## src/rtl/core/tcce_pkg.sv

```systemverilog
// ----------------------------------------------------------------------------
// tcce_pkg
// shared types, codes and helpers of the text console character engine
// ----------------------------------------------------------------------------
package tcce_pkg;

  localparam int CELL_W    = 16;
  localparam int CHAR_W    = 8;
  localparam int COLOR_W   = 4;
  localparam int CMD_W     = 2;
  localparam int CFG_IDX_W = 2;
  localparam int POS_W     = 11;

  // command codes
  localparam logic [CMD_W-1:0] CMD_PUT   = 2'd0;
  localparam logic [CMD_W-1:0] CMD_CLEAR = 2'd1;
  localparam logic [CMD_W-1:0] CMD_READ  = 2'd2;

  // configuration register indexes
  localparam logic [CFG_IDX_W-1:0] CFG_DEFAULT_FG = 2'd0;
  localparam logic [CFG_IDX_W-1:0] CFG_DEFAULT_BG = 2'd1;

  localparam logic [COLOR_W-1:0] DEFAULT_FG_RST = 4'd7;
  localparam logic [COLOR_W-1:0] DEFAULT_BG_RST = 4'd0;

  // character and control codes
  localparam logic [CHAR_W-1:0] CH_NUL   = 8'h00;
  localparam logic [CHAR_W-1:0] CH_BS    = 8'h08;
  localparam logic [CHAR_W-1:0] CH_TAB   = 8'h09;
  localparam logic [CHAR_W-1:0] CH_NL    = 8'h0A;
  localparam logic [CHAR_W-1:0] CH_UP    = 8'h11;
  localparam logic [CHAR_W-1:0] CH_DOWN  = 8'h12;
  localparam logic [CHAR_W-1:0] CH_LEFT  = 8'h13;
  localparam logic [CHAR_W-1:0] CH_RIGHT = 8'h14;
  localparam logic [CHAR_W-1:0] CH_SPACE = 8'h20;

  // status of one put step
  typedef struct packed {
    logic write;
    logic scroll;
  } cur_stat_t;

  function automatic logic [CELL_W-1:0] make_cell(
    input logic [CHAR_W-1:0]  ch,
    input logic [COLOR_W-1:0] fg,
    input logic [COLOR_W-1:0] bg
  );
    return {bg, fg, ch};
  endfunction

endpackage

```

## src/rtl/core/tcce_cursor.sv

```systemverilog
// ----------------------------------------------------------------------------
// tcce_cursor
// cursor register with row and column tracking and put-code interpretation
// ----------------------------------------------------------------------------
module tcce_cursor #(
  parameter int COLUMNS = 80,
  parameter int ROWS    = 25
) (
  input  logic                                  clk,
  input  logic                                  rst_n,
  input  logic                                  step,
  input  logic                                  clear,
  input  logic [tcce_pkg::CHAR_W-1:0]           ch,
  output logic [$clog2(COLUMNS*ROWS)-1:0]       cursor,
  output logic [$clog2(COLUMNS*ROWS)-1:0]       wr_addr,
  output tcce_pkg::cur_stat_t                   stat
);

  localparam int CELLS = COLUMNS * ROWS;
  localparam int CW    = $clog2(CELLS);
  localparam int NW    = $clog2(CELLS + 4);
  localparam int RW    = $clog2(ROWS + 1);
  localparam int CLW   = $clog2(COLUMNS) + 1;

  logic [CW-1:0]  cur_r, cur_nxt;
  logic [RW-1:0]  row_r, row_nxt;
  logic [CLW-1:0] col_r, col_nxt;

  logic [NW-1:0]  cur_w;
  logic [RW-1:0]  row_w;
  logic [CLW-1:0] col_w;
  logic [CLW-1:0] col_sum;
  logic [2:0]     tab_d;
  logic           wr;
  logic [CW-1:0]  wa;
  logic           scroll;

  always_comb begin
    cur_w   = NW'(cur_r);
    row_w   = row_r;
    col_w   = col_r;
    wr      = 1'b0;
    wa      = cur_r;
    tab_d   = 3'd4 - {1'b0, cur_r[1:0]};
    col_sum = col_r + CLW'(tab_d);
    case (ch) inside
      tcce_pkg::CH_NL: begin
        cur_w = NW'(cur_r) + NW'(COLUMNS) - NW'(col_r);
        row_w = row_r + RW'(1);
        col_w = '0;
      end
      tcce_pkg::CH_TAB: begin
        cur_w = NW'(cur_r) + NW'(tab_d);
        if (col_sum >= CLW'(COLUMNS)) begin
          col_w = col_sum - CLW'(COLUMNS);
          row_w = row_r + RW'(1);
        end else begin
          col_w = col_sum;
        end
      end
      tcce_pkg::CH_BS, tcce_pkg::CH_LEFT: begin
        if (cur_r != '0) begin
          cur_w = NW'(cur_r) - NW'(1);
          wr    = (ch == tcce_pkg::CH_BS);
          wa    = cur_r - CW'(1);
          if (col_r == '0) begin
            col_w = CLW'(COLUMNS - 1);
            row_w = row_r - RW'(1);
          end else begin
            col_w = col_r - CLW'(1);
          end
        end
      end
      tcce_pkg::CH_UP: begin
        if (row_r != '0) begin
          cur_w = NW'(cur_r) - NW'(COLUMNS);
          row_w = row_r - RW'(1);
        end
      end
      tcce_pkg::CH_DOWN: begin
        if (row_r != RW'(ROWS - 1)) begin
          cur_w = NW'(cur_r) + NW'(COLUMNS);
          row_w = row_r + RW'(1);
        end
      end
      tcce_pkg::CH_NUL: begin
      end
      default: begin
        // every other code and the right arrow advance one cell
        wr    = (ch != tcce_pkg::CH_RIGHT);
        cur_w = NW'(cur_r) + NW'(1);
        if (col_r == CLW'(COLUMNS - 1)) begin
          col_w = '0;
          row_w = row_r + RW'(1);
        end else begin
          col_w = col_r + CLW'(1);
        end
      end
    endcase

    scroll = (cur_w >= NW'(CELLS));
    if (scroll) begin
      cur_nxt = CW'(CELLS - COLUMNS);
      row_nxt = RW'(ROWS - 1);
      col_nxt = '0;
    end else begin
      cur_nxt = cur_w[CW-1:0];
      row_nxt = row_w;
      col_nxt = col_w;
    end
  end

  always_ff @(posedge clk) begin
    if (!rst_n || clear) begin
      cur_r <= '0;
      row_r <= '0;
      col_r <= '0;
    end else if (step) begin
      cur_r <= cur_nxt;
      row_r <= row_nxt;
      col_r <= col_nxt;
    end
  end

  assign cursor      = cur_r;
  assign wr_addr     = wa;
  assign stat.write  = wr;
  assign stat.scroll = scroll;

endmodule

```

## config.mk

```make
export PLATFORM = sky130hd
export DESIGN_NAME = tcce_cursor
export DESIGN_NICKNAME = d
export VERILOG_FILES = /design/src/rtl/core/tcce_pkg.sv /design/src/rtl/core/tcce_cursor.sv
export SDC_FILE = /design/constraint.sdc
export NUM_CORES = 1
export LEC_CHECK = 0
export ABC_CLOCK_PERIOD_IN_PS = 4100
export BUFFER_PORTS_ARGS = -buffer_cell sky130_fd_sc_hd__clkbuf_2
export CELL_PAD_IN_SITES_DETAIL_PLACEMENT = 1
export CELL_PAD_IN_SITES_GLOBAL_PLACEMENT = 1
export CORE_MARGIN = 3
export CORE_UTILIZATION = 40
export DETAILED_ROUTE_END_ITERATION = 8
export PLACE_DENSITY = 0.88
export SYNTH_ARGS = -nofsm -noshare
export SYNTH_HDL_FRONTEND = slang
export SYNTH_SLANG_ARGS = --single-unit
```

## constraint.sdc

```tcl
create_clock -name clk -period 4.1 [get_ports clk]
set_clock_uncertainty 0.15 [all_clocks]
set_input_delay 0.205 -clock clk [delete_from_list [all_inputs] [get_ports clk]]
set_output_delay 0.205 -clock clk [all_outputs]
set_load 0.01 [all_outputs]
```

Yosys cells after proc, flatten, opt, wreduce, memory -nomap -nowiden
Cells that the tools add are included.
{"block": "classes", "n_addsub": 13, "eq_ne": 18, "mux": 44, "magnitude_cmp": 2, "reduce_logical": 10}
{"operator": "$mux W11", "count": 13}
{"operator": "$mux W8", "count": 11}
{"operator": "$mux W5", "count": 13}
{"operator": "$eq A8 B4 Y1 const B", "count": 3}
{"operator": "$eq A8 B5 Y1 const B", "count": 3}
{"operator": "$logic_not A8 Y1", "count": 2}
{"operator": "$ne A5 B4 Y1 const B", "count": 3}
{"operator": "$ne A5 B5 Y1 const B", "count": 3}
{"operator": "$add A11 B1 Y11 const B", "count": 1}
{"operator": "$add A11 B3 Y11", "count": 1}
{"operator": "$add A11 B7 Y11 const B", "count": 1}
{"operator": "$ge A11 B11 Y1 const B", "count": 1}
{"operator": "$reduce_bool A11 Y1", "count": 1}
{"operator": "$sub A11 B1 Y11 const B", "count": 1}
{"operator": "$sub A11 B7 Y11 const B", "count": 1}
{"operator": "$sub A11 B8 Y11", "count": 1}
{"operator": "$add A8 B1 Y8 const B", "count": 1}
{"operator": "$add A8 B3 Y8", "count": 1}
{"operator": "$eq A8 B7 Y1 const B", "count": 1}
{"operator": "$ge A8 B7 Y1 const B", "count": 1}
{"operator": "$ne A8 B5 Y1 const B", "count": 1}
{"operator": "$reduce_and A8 Y1", "count": 1}
{"operator": "$sub A8 B1 Y8 const B", "count": 1}
{"operator": "$sub A8 B7 Y8 const B", "count": 1}
{"operator": "other kinds (14)", "count": 20}
{"block": "word_totals", "ff_bits": 24, "elab_cells": 90, "out_inout_bits": 24, "inputBits": 12}

Logic depth before layout (Yosys ltp)
{"block": "logic_depth", "depth_word": 10, "depth_mapped": 20, "depth_no_buf": 19}

Least setup slack after synthesis
No wires, ideal clock.
{"block": "synth_timing", "path_kind": "flip-flop to flip-flop", "startpoint": "register cur_r[0] (netlist: cursor[0])", "endpoint": "register row_r[3]", "setup_time_ps": 116, "n_path_buf": 0, "path_stages_with_launch": 19, "required_time_ps": 3834, "arrival_ps": 3761, "period_less_slack_ps": 4027, "slack_ps": 73, "cell_sequence": "dfxtp_1 clkinv_1 ha_1 ha_1 a21o_1 a21oi_1 nor2_1 xnor2_1 ha_1 nand3_1 nor3_1 mux2i_1 a21oi_1 nor2_1 a22o_1 a21oi_1 and3_1 o21ai_0 o211a_1"}
{"block": "synth_between", "elab_chain_cells": 10, "elab_cells_between_ends": 29, "classes_between": "add/sub: 8; order compare: 2; eq/ne: 6; mux: 10; reduce/logical: 3"}
{"element": "from (decl)", "line": "tcce_cursor.sv:25", "text": "logic [CW-1:0] cur_r, cur_nxt;"}
{"element": "from (signal assigned)", "line": "tcce_cursor.sv:119", "text": "cur_r <= cur_nxt;"}
{"element": "parallel branches: the longest is 10 deep, another holds $add A11 B7 Y11"}
{"element": "to (signal assigned)", "line": "tcce_cursor.sv:120", "text": "row_r <= row_nxt;"}
{"element": "to (decl)", "line": "tcce_cursor.sv:26", "text": "logic [RW-1:0] row_r, row_nxt;"}
Several ways; the timed one is not identified.
A chain may end at the register's enable or synchronous reset.

==> parameters.txt <==
Parameter                              Value

GRT
  Vias in the first global route    around 4,600
  Wire length of the first global-routing pass    between 20,000 and 25,000 µm
  Pin count of the biggest net entering global routing    20
  Number of antenna violations at the first check in global routing    0
  Total global-route track usage    roughly 27%
  Leftover overflow at the end of global routing    0

Floorplanning
  Die span in x    approximately 100 µm
  Number of cell rows    35
  Core area    0.009328 mm²
  Initial standard-cell utilization of the core    between 40% and 50%
  Die Area    0.01086 mm²
  IO Pins    36
  Y dimension of the die    104.2 µm

Synthesis
  Syn Std Cell Area    0.003859 mm²
  Number of enable-type register cells in the synthesized netlist    0
  Largest area contributor in the synthesized netlist    dfxtp_1
  Dominant synthesized flop cell    dfxtp_1
  Library cell with the highest instance count after synthesis    nor2_1
  Count of distinct cell types in the synthesized netlist    75
  Post-synthesis average cell area    7.186 µm²
  Synth top area cells    dfxtp_1 (12%), ha_1 (8.1%), xnor2_1 (7.9%), nor2_1 (6.4%), o21ai_0 (3.9%)
  Async set or reset register ratio after synthesis    0%
  Count of yosys warnings during synthesis    0
  Post-synthesis cell count    537
  Most instantiated cells after synthesis    nor2_1 (66), nand2_1 (38), xnor2_1 (35), o21ai_0 (30), a21oi_1 (29)
  Portion of the post-synthesis area used by sequential elements    approximately an eighth
  Synthesized Nets    576
  Fraction of synthesized cell area taken by the top area cell type    approximately an eighth
  Synth Register Bits    24

Power and ir drop
  Total leakage power    1.703 nW
  Maximum ir drop on the vdd rail    ~0.00011 V
  Total power divided by cell area    133.0 mW/mm²

STA
  Count of endpoints failing hold in the final timing report    0
  Crit share post-route    approximately 96%
  Worst-margin pin slew    770.8 ps
  Final worst slack    176.7 ps
  Max-slew violation total from the final report    0
  Summed negative setup slack over all endpoints    0 ps
  Final Hold Slack    142.9 ps
  F_max    254.9 MHz
  Period minus WS final    between 3000 and 4000 ps
  Number of setup violations in the final report    0
  Slew HR    around half

Placement
  Post-placement setup slack    147.6 ps
  Routability congestion estimate    between 0.9 and 1
  DPL Wire Length    between 10,000 and 15,000 µm
  Count of buffers inserted at the top-level ports    35

Min path
  Worst min-delay path class    input port to flop

Critical path
  Worst Path Max Fanout    9
  Kind of start point of the critical path    flop
  CP Capture Type    output port
  Flop-to-flop setup slack    220 ps
  Crit Path Class    flop to output port
  Req. time, crit path    3740 ps
  Critical Path AT    3570 ps

Clocking
  Number of buffers inserted during clock tree synthesis    3
  TritonCTS clock tree    yes
  Clock Root Buffer    clkbuf_8
  Number of H-tree levels    1
  Insertion delay of the later-clocked pin in the worst-skew pair    about 280 ps
  CTS Sinks    24
  CTS Buffer Depth    2
  Clock slew at the register clock pins of the worst setup and hold paths    100 ps

Detailed routing
  Number of iterations in the first detailed-routing pass    5
  DRT iter0 DRCs    515
  Remaining antenna violation count    0
  Routed wirelength normalized by instance count    21.20 µm
  Via total after detailed routing    ~4,600
  DRC violations left    0
  Number of vias per cell after detailed routing    about 6.6
  Sum of routed wire length over all layers    14,880 µm

Job
  # Max-Cap Violations    0

Layout
  Layout overhead on the synthesized area    12.65%
  Final-stage net count    613
  Ant. Diodes    0
  Share of cells above drive strength 1    16.40%

Run status
  Outcome    finished clean
-- sequential cells by signal, summed over array words and instances (netlist names) --
register,flops
row_r,5
cursor,11
col_r,8
-- metal layers --
| layer | wire, µm | up-vias | part of all wire, % | global-route usage, % |
|---|---|---|---|---|
| li1 | - | 2075 | - | - |
| met1 | 6133 | 2239 | 41 | 35.91 |
| met2 | 6855 | 265 | 46 | 43.36 |
| met3 | 1358 | 53 | 9.1 | 4.904 |
| met4 | 533 | 0 | 3.6 | 9.497 |
| met5 | 0 | - | 0 | 0 |
-- repair_timing --
item,4_1_cts,5_1_grt
endpoints found under the setup margin,0,7
buffers inserted,0,2
hold buffers,0,0
gates resized for setup,0,4
-- worst max-delay path: stages, from the launching register on --
cell      delay (ps)
dfxtp_1          570
inv_1            210
ha_1             420
ha_1             350
o21ai_0          210
nand2b_1         100
a21boi_0         160
a21boi_0         280
xor2_1           150
a221o_1          410
nand3b_4         240
inv_1             80
clkbuf_2         130
-- per-stage QoR --
step | cell area [µm²] | total power, W | util (%) | cells
after global routing | 4347 | 0.0006073 | 46.60 | 702
after floorplan | 3859 | 0.0003519 | - | 537
after detailed placement | 4260 | 0.0004022 | 45.67 | 696
after CTS | 4315 | 0.0005796 | 46.26 | 700
after global placement | 4260 | 0.0003936 | 45.67 | 696
final | 4347 | 0.0005783 | 46.60 | 702
-- path summary, 6_finish.rpt --
kind,from,endpoint,cells past startpoint
setup / recovery,cursor[4],stat[0],12
hold reg to reg,row_r[1],row_r[1],2
setup reg to reg,cursor[0],row_r[4],18
hold / removal,step,cursor[10],2
-- report_power, final --
part | total, W | internal [W] | leakage, nW | switching (W)
Sequential | 0.000241 | 0.000235 | 0.194 | 0.00000510
Combinational | 0.000162 | 0.0000616 | 1.48 | 0.000100
Clock | 0.000176 | 0.0000862 | 0.0288 | 0.0000896
Total | 0.000578 | 0.000383 | 1.70 | 0.000195
-- cell families (layout without fill, tap and decap cells) --
kind of cell / count (synthesis) / in the layout / share of synthesized area, %
flops: 24 / 24 / 12.45
buf+inv: 55 / 91 / 5.901
xor+xnor: 46 / 46 / 10.44
simple gates: 218 / 218 / 30.42
fa+ha+maj: 28 / 28 / 9.403
compound gates: 159 / 159 / 29.51
mux: 7 / 7 / 1.881
-- cell type report --
cell class	count	area, µm²
fill	1217	4981
multi-input combinational	458	3167
sequential	24	480.5
timing repair buffer	65	400.4
tap	129	161.4
inverter	22	82.58
clock buffer	4	55.05
-- cells in the final DEF (no fill, tap or decap), drive strengths merged, types with 6 or more instances in the layout --
cell type / instances
a21oi: 29
nor2b: 10
nor4: 6
o221ai: 6
a31oi: 6
nor3: 13
and3: 8
o21ai: 32
xnor2: 35
nand2: 38
o211ai: 9
xor2: 11
nand2b: 11
nand4: 10
buf: 30
inv: 21
nor2: 66
clkbuf: 39
dfxtp: 24
nand3: 21
a211oi: 6
or3: 9
a22o: 10
a22oi: 6
ha: 25
(Power assumes the default switching activity.)
